--- src/rtl/ridtbl_pkg.sv ---
`default_nettype none

package ridtbl_pkg;

	// table geometry and field widths
	localparam int DEPTH    = 256;
	localparam int POS_W    = $clog2(DEPTH);
	localparam int CNT_W    = POS_W + 1;
	localparam int ID_W     = 32;
	localparam int MODE_W   = 2;
	localparam int STATUS_W = 3;

	// operation codes on the mode field
	typedef enum logic [MODE_W-1:0] {
		MODE_ADD     = 2'd0,
		MODE_LOOKUP  = 2'd1,
		MODE_DELETE  = 2'd2,
		MODE_COMPACT = 2'd3
	} mode_t;

	// result status codes
	typedef enum logic [STATUS_W-1:0] {
		STS_OK        = 3'd0,
		STS_NOT_FOUND = 3'd1,
		STS_FULL      = 3'd2,
		STS_BAD_POS   = 3'd3,
		STS_EXHAUSTED = 3'd4
	} status_t;

	// which result goes into the output register
	typedef enum logic [2:0] {
		RES_DONE,
		RES_ADDED,
		RES_FOUND,
		RES_NOT_FOUND,
		RES_FULL,
		RES_BAD_POS,
		RES_EXHAUSTED
	} res_sel_t;

	// controller states
	typedef enum logic [3:0] {
		S_IDLE,
		S_ADD,
		S_DEL,
		S_LK_START,
		S_LK_RD,
		S_LK_CMP,
		S_CP_RD,
		S_CP_WR
	} state_t;

	// commands from controller to datapath
	typedef struct packed {
		logic     latch;
		logic     add_do;
		logic     del_do;
		logic     lk_init;
		logic     rd_issue;
		logic     ptr_dec;
		logic     ptr_inc;
		logic     cp_init;
		logic     cp_move;
		logic     cp_finish;
		logic     res_load;
		res_sel_t res_sel;
	} cmd_t;

	// status from datapath to controller
	typedef struct packed {
		logic full;
		logic exhausted;
		logic key_zero;
		logic empty;
		logic del_bad;
		logic hit;
		logic below;
		logic at_zero;
		logic cp_end;
		logic cp_live;
		logic out_free;
	} sts_t;

endpackage

`default_nettype wire

--- src/rtl/ridtbl_ctrl.sv ---
`default_nettype none

module ridtbl_ctrl (
	input  wire logic                            clk,
	input  wire logic                            arst_n,
	input  wire logic                            in_valid,
	input  wire logic [ridtbl_pkg::MODE_W-1:0]   mode,
	output logic                                 in_stall,
	input  wire ridtbl_pkg::sts_t                sts,
	output ridtbl_pkg::cmd_t                     cmd
);

	ridtbl_pkg::state_t state_q;
	ridtbl_pkg::state_t state_d;

	// state register
	always_ff @(posedge clk or negedge arst_n) begin
		if (!arst_n) begin
			state_q <= ridtbl_pkg::S_IDLE;
		end else begin
			state_q <= state_d;
		end
	end

	// next state and commands
	always_comb begin
		state_d     = state_q;
		cmd         = '0;
		cmd.res_sel = ridtbl_pkg::RES_DONE;
		in_stall    = (state_q != ridtbl_pkg::S_IDLE);
		unique case (state_q)
			ridtbl_pkg::S_IDLE: begin
				if (in_valid) begin
					cmd.latch = 1'b1;
					unique case (ridtbl_pkg::mode_t'(mode))
						ridtbl_pkg::MODE_ADD:    state_d = ridtbl_pkg::S_ADD;
						ridtbl_pkg::MODE_LOOKUP: state_d = ridtbl_pkg::S_LK_START;
						ridtbl_pkg::MODE_DELETE: state_d = ridtbl_pkg::S_DEL;
						ridtbl_pkg::MODE_COMPACT: begin
							cmd.cp_init = 1'b1;
							state_d     = ridtbl_pkg::S_CP_RD;
						end
						default: state_d = ridtbl_pkg::S_IDLE;
					endcase
				end
			end
			// append a row, full takes precedence over exhaustion
			ridtbl_pkg::S_ADD: begin
				if (sts.out_free) begin
					cmd.res_load = 1'b1;
					state_d      = ridtbl_pkg::S_IDLE;
					priority if (sts.full) begin
						cmd.res_sel = ridtbl_pkg::RES_FULL;
					end else if (sts.exhausted) begin
						cmd.res_sel = ridtbl_pkg::RES_EXHAUSTED;
					end else begin
						cmd.add_do  = 1'b1;
						cmd.res_sel = ridtbl_pkg::RES_ADDED;
					end
				end
			end
			// tombstone one row
			ridtbl_pkg::S_DEL: begin
				if (sts.out_free) begin
					cmd.res_load = 1'b1;
					state_d      = ridtbl_pkg::S_IDLE;
					if (sts.del_bad) begin
						cmd.res_sel = ridtbl_pkg::RES_BAD_POS;
					end else begin
						cmd.del_do  = 1'b1;
						cmd.res_sel = ridtbl_pkg::RES_DONE;
					end
				end
			end
			// no key or empty table answers at once
			ridtbl_pkg::S_LK_START: begin
				if (sts.key_zero || sts.empty) begin
					if (sts.out_free) begin
						cmd.res_load = 1'b1;
						cmd.res_sel  = ridtbl_pkg::RES_NOT_FOUND;
						state_d      = ridtbl_pkg::S_IDLE;
					end
				end else begin
					cmd.lk_init = 1'b1;
					state_d     = ridtbl_pkg::S_LK_RD;
				end
			end
			ridtbl_pkg::S_LK_RD: begin
				cmd.rd_issue = 1'b1;
				state_d      = ridtbl_pkg::S_LK_CMP;
			end
			// downward scan step
			ridtbl_pkg::S_LK_CMP: begin
				priority if (sts.hit) begin
					if (sts.out_free) begin
						cmd.res_load = 1'b1;
						cmd.res_sel  = ridtbl_pkg::RES_FOUND;
						state_d      = ridtbl_pkg::S_IDLE;
					end
				end else if (sts.below || sts.at_zero) begin
					if (sts.out_free) begin
						cmd.res_load = 1'b1;
						cmd.res_sel  = ridtbl_pkg::RES_NOT_FOUND;
						state_d      = ridtbl_pkg::S_IDLE;
					end
				end else begin
					cmd.ptr_dec = 1'b1;
					state_d     = ridtbl_pkg::S_LK_RD;
				end
			end
			// compaction read side, dead rows skipped without an id memory read
			ridtbl_pkg::S_CP_RD: begin
				priority if (sts.cp_end) begin
					if (sts.out_free) begin
						cmd.cp_finish = 1'b1;
						cmd.res_load  = 1'b1;
						cmd.res_sel   = ridtbl_pkg::RES_DONE;
						state_d       = ridtbl_pkg::S_IDLE;
					end
				end else if (sts.cp_live) begin
					cmd.rd_issue = 1'b1;
					state_d      = ridtbl_pkg::S_CP_WR;
				end else begin
					cmd.ptr_inc = 1'b1;
				end
			end
			ridtbl_pkg::S_CP_WR: begin
				cmd.cp_move = 1'b1;
				state_d     = ridtbl_pkg::S_CP_RD;
			end
			default: state_d = ridtbl_pkg::S_IDLE;
		endcase
	end

endmodule

`default_nettype wire

--- config.mk ---
export PLATFORM = sky130hd
export DESIGN_NAME = ridtbl_ctrl
export DESIGN_NICKNAME = d
export VERILOG_FILES = /design/src/rtl/ridtbl_pkg.sv /design/src/rtl/ridtbl_ctrl.sv
export SDC_FILE = /design/constraint.sdc
export NUM_CORES = 1
export LEC_CHECK = 0
export BUFFER_PORTS_ARGS = -buffer_cell sky130_fd_sc_hd__buf_4
export CAP_MARGIN = 20
export CELL_PAD_IN_SITES_DETAIL_PLACEMENT = 1
export CELL_PAD_IN_SITES_GLOBAL_PLACEMENT = 1
export CORE_MARGIN = 10
export CORE_UTILIZATION = 26
export DETAILED_ROUTE_END_ITERATION = 12
export PLACE_DENSITY = 0.79
export SKIP_LAST_GASP = 1
export SLEW_MARGIN = 15
export SYNTH_ARGS = -nofsm -noshare
export SYNTH_HDL_FRONTEND = slang
export SYNTH_SLANG_ARGS = --single-unit
--- constraint.sdc ---
create_clock -name clk -period 1.23 [get_ports clk]
set_input_delay 0.0615 -clock clk [delete_from_list [all_inputs] [get_ports clk]]
set_output_delay 0.0615 -clock clk [all_outputs]
set_load 0.05 [all_outputs]
Word-level counts from Yosys, hierarchy flattened
Cells that the tools add are included.
- output and inout port bits: 15
- input port bits: 16
- register bits after elaboration: 4
- equal/unequal tests: 12
- muxes and demuxes: 47
- reductions and logical operators: 7
- operator list (operator ; count):
    $mux W4 ; 14
    $pmux W4 S7 ; 1
    $mux W1 ; 24
    $pmux W4 S5 ; 1
    $eq A4 B3 Y1 const B ; 4
    $pmux W4 S4 ; 1
    $mux W5 ; 2
    $mux W3 ; 3
    $eq A4 B2 Y1 const B ; 2
    $eq A2 B2 Y1 const B ; 2
    $eq A4 B1 Y1 const B ; 1
    $logic_not A4 Y1 ; 1
    $reduce_bool A4 Y1 ; 1
    $ne A3 B3 Y1 const B ; 1
    $eq A2 B1 Y1 const B ; 1
    $logic_not A2 Y1 ; 1
    $logic_or A1 B1 Y1 ; 2
    $ne A2 B2 Y1 const B ; 1
    $pmux W1 S2 ; 1
    $reduce_and A2 Y1 ; 1
    $reduce_or A2 Y1 ; 1

Depth between registers and ports, before layout
Gate-level depths: netlist of the first run.
- depth after elaboration: 4
- depth in mapped cells: 5

Worst setup path before layout of the first run
OpenSTA, ideal clock, no wires.
- path kind: flip-flop to output port
- start: register state_q[3]
- end: output port cmd[8] in the netlist's numbering
- path buffers: 0
- cell stages (with the launch flop): 3
- arrival time: 2.167 ns
- slack: -0.999 ns
- cells stage by stage: dfrtp_1 > nand4bb_1 > nor4_1
- RTL lines (item ; line ; source):
    from (decl) ; ridtbl_ctrl.sv:13 ; ridtbl_pkg::state_t state_q;
    from (signal assigned) ; ridtbl_ctrl.sv:19 ; state_q <= ridtbl_pkg::S_IDLE;
    from (signal assigned) ; ridtbl_ctrl.sv:21 ; state_q <= state_d;
    to (decl) ; ridtbl_ctrl.sv:10 ; output ridtbl_pkg::cmd_t cmd

==> impl_metrics.ini, run 1 <==
[cells_and_area]
areaGrowthSynthToFinish_pct = 130
fillers = 220
nets = 143
reg_top3 = state_q (4)
diodes = 0
top_register = state_q
drive_gt1_share_pct = 73.0
final_common_cell = buf_4
most-common-layout-cells = 37 x buf_4, 14 x buf_6, 6 x nor2_1
fin_util_pct = 63.7
largest_reg_flops = 4

[routing]
dr.pass1.iters = 4
drtAntennaViolNets = 0
wl_um = 3000
drc = 0
first_iter_violations = 19
vias = 805
vias_per_cell = 5.26
wl_per_cell_um = 19.6

[flow_run]
drv_cap = 0

[floorplan]
die_h_um = 66.2
rows = 16
die_area_um2 = 4390
die-width_um = 66.2
io_pins = 31
floorplan.initialDensity_pct = 27.8
core_region_area_um2 = 2000

[global_routing]
grt_pass1_vias = 898
grt_pass1_wl_um = 4480
grt_overflow_total = 0
grt_max_degree = 9
antenna_found_initial = 0
grt_usage_pct = 13.2

[synthesis]
yosysWarnings = 0
synth_top_area_share_pct = 18.0
yosysSeqAreaShare_pct = 18.0
synth_nets = 86
avgSynthCellArea_um2 = 7.94
yosys.cell_types.count = 38
syn_area_um2 = 556
synthFlopType = dfrtp_1
ys_ff_latch = 4
synth_edf_count = 0
async_flop_share_pct = 100
yosys.area.top_type = dfrtp_1
synthCells = 70
yosys-top-cells-area = dfrtp_1 18%, nor4_4 7.7%, nor2_1 6.1%

[place]
port_buffers = 30
gp_congestion = 0.841
dp_slack_ns = -0.265
hpwl_um = 2010

[status]
violations = negative setup slack
status = complete, but fails checks

[timing]
fmax_mhz = 588
hold_viol_final = 0
setup_slack_ns = -0.471
grt_setup_unrepaired = true
fin_crit_sh_pct = 138
post-route-min-period_ns = 1.70
setup-violations-final = 18
drv_slew = 0
fin_skew_ns = 0.00441

[clock_tree]
clockBufferDepth = 2
htreeDepth = 1
clock_latency_ns = 0.26
tritoncts = done
clk_pin_slew_ns = 0.04
numCtsBuffers = 3
cts_sinks = 4
clockRootBuffer = clkbuf_4

[worst_setup_path]
cp-start-kind = register
worstPathRequired_ns = 1.17
worst_setup_path_end_kind = output port
worstPathMaxFanout = 6
arrival_ns = 1.64
crit_type = register to output port

[pwr]
power_mw = 0.803
p_leak_nw = 0.536
powerDensity_nw_per_um2 = 629
peakVddDrop_mv = 0.493

[hold_path]
hold_path.class = primary input to register
where the power goes:
group          total, mW  leakage (nW)  internal (mW)  switching, mW
clock network      0.207        0.0150          0.124         0.0837
logic              0.431         0.473          0.208          0.223
registers          0.165        0.0481          0.142         0.0232
path summary, 6_finish.rpt:
path,from,end,slack (ns),cells past startpoint
hold reg to reg,state_q[3]$_DFFE_PN0P_,state_q[1]$_DFFE_PN0P_,0.87,3
hold / removal,mode[0],state_q[1]$_DFFE_PN0P_,0.1,3
setup reg to reg,state_q[2]$_DFFE_PN0P_,state_q[2]$_DFFE_PN0P_,-0.25,6
max in group asynchronous,arst_n,state_q[0]$_DFFE_PN0P_,0.94,2
min in group asynchronous,arst_n,state_q[2]$_DFFE_PN0P_,0.17,2
setup / recovery,state_q[0]$_DFFE_PN0P_,cmd[0],-0.47,6
cells in the mapped netlist (2+ instances only):
cell      count
o21bai_1      2
a31oi_1       2
dfrtp_1       4
nor4_4        2
nor3_1        6
a21oi_1       4
o21ai_1       2
nand2_1       5
buf_6         3
a211oi_1      2
nor2_1        9
o21ai_0       2
nand2b_1      2
routing by layer:
layer  up-vias  GRT usage (%)  routed length [um]
li1        374              -                   -
met1       384           12.6                1120
met2        38           23.9                1520
met3         9           4.07                 241
met4         0           8.38                 121
met5         -              0                   0
logic make-up (layout without fill, tap and decap cells):
| logic type | Yosys count | count (layout) | synth area share [%] |
|---|---|---|---|
| buf+inv | 5 | 61 | 7.43 |
| other cells | 1 | 1 | 0.675 |
| simple gates | 38 | 38 | 46.8 |
| flops | 4 | 4 | 18.0 |
| compound gates | 22 | 22 | 27.0 |
per-stage QoR:
stage / instance area, um2 / setup TNS, ns / instances / hold slack (ns)
detailed placement: 1010 / -2.51 / 141 / -0.137
CTS: 1220 / -5.69 / 150 / 0.111
floorplan: 662 / -2.84 / 70 / -0.234
global placement: 1010 / -2.14 / 141 / -0.144
finish: 1280 / -6.04 / 153 / 0.0990
global route: 1280 / -7.14 / 153 / 0.116
final cells by class:
cell class / count / area, um2 / area share (%)
tap: 27 / 33.8 / 2.65
clock buffer: 4 / 26.3 / 2.06
sequential: 4 / 104 / 8.14
multi-input combinational: 61 / 612 / 47.9
inverter: 2 / 10.0 / 0.784
timing repair buffer: 55 / 490 / 38.4
critical path, stage by stage, from the launching register on:
cell,delay [ns]
dfrtp_2,0.46
and2b_4,0.21
a22o_1,0.20
a211oi_2,0.18
buf_4,0.15
nor2_4,0.03
buf_6,0.15
what timing repair did:
item | CTS | global route
pin swaps | 6 | 8
resized for setup | 34 | 6
buffers inserted | 4 | 5
endpoints found under the hold margin | 4 | 0
setup endpoints to repair | 18 | 18
hold buffers | 1 | 0
(Power assumes the default switching activity.)
==> inputs of run 2 (changes only) <==
BUFFER_PORTS_ARGS = -buffer_cell sky130_fd_sc_hd__buf_2   (was -buffer_cell sky130_fd_sc_hd__buf_4)
==> impl_metrics.ini, run 2 (synthesis results as in run 1) <==
[pwr]
pwr-share-comb_pct = 53.8
powerDensity_nw_per_um2 = 615
p_leak_nw = 0.508
swShare_pct = 39.4
peakVddDrop_mv = 0.724
p_clk_share_pct = 24.5
internal_power_mw = 0.453
power_mw = 0.747
seqPwrFrac_pct = 21.7
switchingPower_mw = 0.295

[routing]
wl_per_cell_um = 16.1
vias = 753
dr.pass1.iters = 4
first_iter_violations = 13
wl_um = 2420
drc = 0
vias_per_cell = 5.02
drtAntennaViolNets = 0

[worst_setup_path]
cpPeakStageDelay_ns = 0.48
worst_setup_path_end_kind = output port
reg2reg_from = state_q[3]$_DFFE_PN0P_
r2r_end = state_q[2]$_DFFE_PN0P_
ff2ff_path_depth = 6
arrival_ns = 1.59
crit_start = state_q[3]$_DFFE_PN0P_
path_cells = nor4_4, and2_4, and3_4, buf_8
rrSetupSlack_ns = -0.30
cp-start-kind = register
slowest_stage = dfrtp_2
worstPathMaxFanout = 7
worstPathRequired_ns = 1.17
crit_type = register to output port

[place]
dpl.cell_count = 140
hpwl_um = 1840
gp_congestion = 0.778
postPlaceCellArea_um2 = 932
port_buffers = 30

[clock_tree]
tritoncts = done
clockBufferDepth = 2
numCtsBuffers = 3
clock_latency_ns = 0.24
htreeDepth = 1
clk_pin_slew_ns = 0.04
cts_sinks = 4
clockRootBuffer = clkbuf_4

[floorplan]
floorplan.initialDensity_pct = 27.8
io_pins = 31
die-width_um = 66.2
core_region_area_um2 = 2000
die_area_um2 = 4390
die_h_um = 66.2
rows = 16

[cells_and_area]
instances_no_fill = 150
largest_reg_flops = 4
top_register = state_q
fillers = 235
diodes = 0
reg_top3 = state_q (4)
final_common_cell = buf_4
finish.instance_area_um2 = 1210
areaGrowthSynthToFinish_pct = 119
most-common-layout-cells = 18 x buf_4, 15 x buf_2, 13 x buf_6
drive_gt1_share_pct = 72.4
nets = 140

[global_routing]
grt_max_degree = 9
antenna_found_initial = 0
grt_usage_pct = 11.3
grt_overflow_total = 0
grt_pass1_vias = 878
grt_pass1_wl_um = 4060

[hold_path]
hold_path.class = primary input to register
min_from = mode[0]
whs_endpoint = state_q[1]$_DFFE_PN0P_
hold_depth = 3

[status]
violations = negative setup slack
status = complete, but fails checks

[timing]
hold_viol_final = 0
fmax_mhz = 605
grt_setup_unrepaired = true
hold_ws_ns = 0.146
fin_crit_sh_pct = 134
setup_slack_ns = -0.424
post-route-min-period_ns = 1.65
setup-violations-final = 18
drv_slew = 0
fin_skew_ns = 0.0114

[flow_run]
drv_cap = 0
==> run 2: area by class of cell <==
type | count | area (um2) | share of cell area [%]
timing repair buffer | 52 | 442 | 36.4
sequential | 4 | 105 | 8.65
clock buffer | 4 | 26.3 | 2.16
tap | 27 | 33.8 | 2.78
multi-input combinational | 61 | 598 | 49.2
inverter | 2 | 10.0 | 0.824
==> run 2: critical path: cells and delay by family (launching register included) <==
family,cells,cell delay (ns)
and+or+nand+nor,3,0.73
buffers and inverters,1,0.14
DFF,1,0.48
==> run 2: per-stage QoR <==
step	TNS, ns	util [%]	setup slack [ns]
global placement	-3.21	46.6	-0.286
CTS	-5.87	58.4	-0.402
detailed placement	-3.67	46.6	-0.315
finish	-5.93	60.7	-0.424
floorplan	-2.84	-	-0.422
global route	-7.03	60.7	-0.474
==> run 2: power by group through the flow <==
stage	combinational [mW]	clock (mW)	sequential [mW]
2_1_floorplan	0.198	0	0.152
3_3_place_gp	0.301	0	0.159
3_5_place_dp	0.307	0	0.160
4_1_cts	0.380	0.188	0.161
5_1_grt	0.432	0.194	0.164
6_report	0.402	0.183	0.162
==> run 2: metal layers <==
metal	track usage [%]	vias up	share of wire, %
li1	-	368	-
met1	12.0	350	40
met2	20.0	31	48
met5	0	-	0
met3	4.24	4	11
met4	3.93	0	1.5
==> run 2: how the worst max path moves through the flow <==
| stage | to | slack [ns] |
|---|---|---|
| floorplan | state_q[2]$_DFFE_PN0P_ | -0.42 |
| finish | cmd[6] | -0.42 |
| detailed placement | cmd[0] | -0.32 |
| CTS | cmd[9] | -0.40 |
| global route | cmd[6] | -0.47 |
| global placement | cmd[0] | -0.29 |
==> run 2: what timing repair did <==
action                                  4_1_cts  5_1_grt
gates resized for setup                      48       10
setup buffers                                 5        1
endpoints found under the setup margin       18       18
hold buffers                                  1        0
endpoints found under the hold margin         4        0
pin swaps                                     8        4
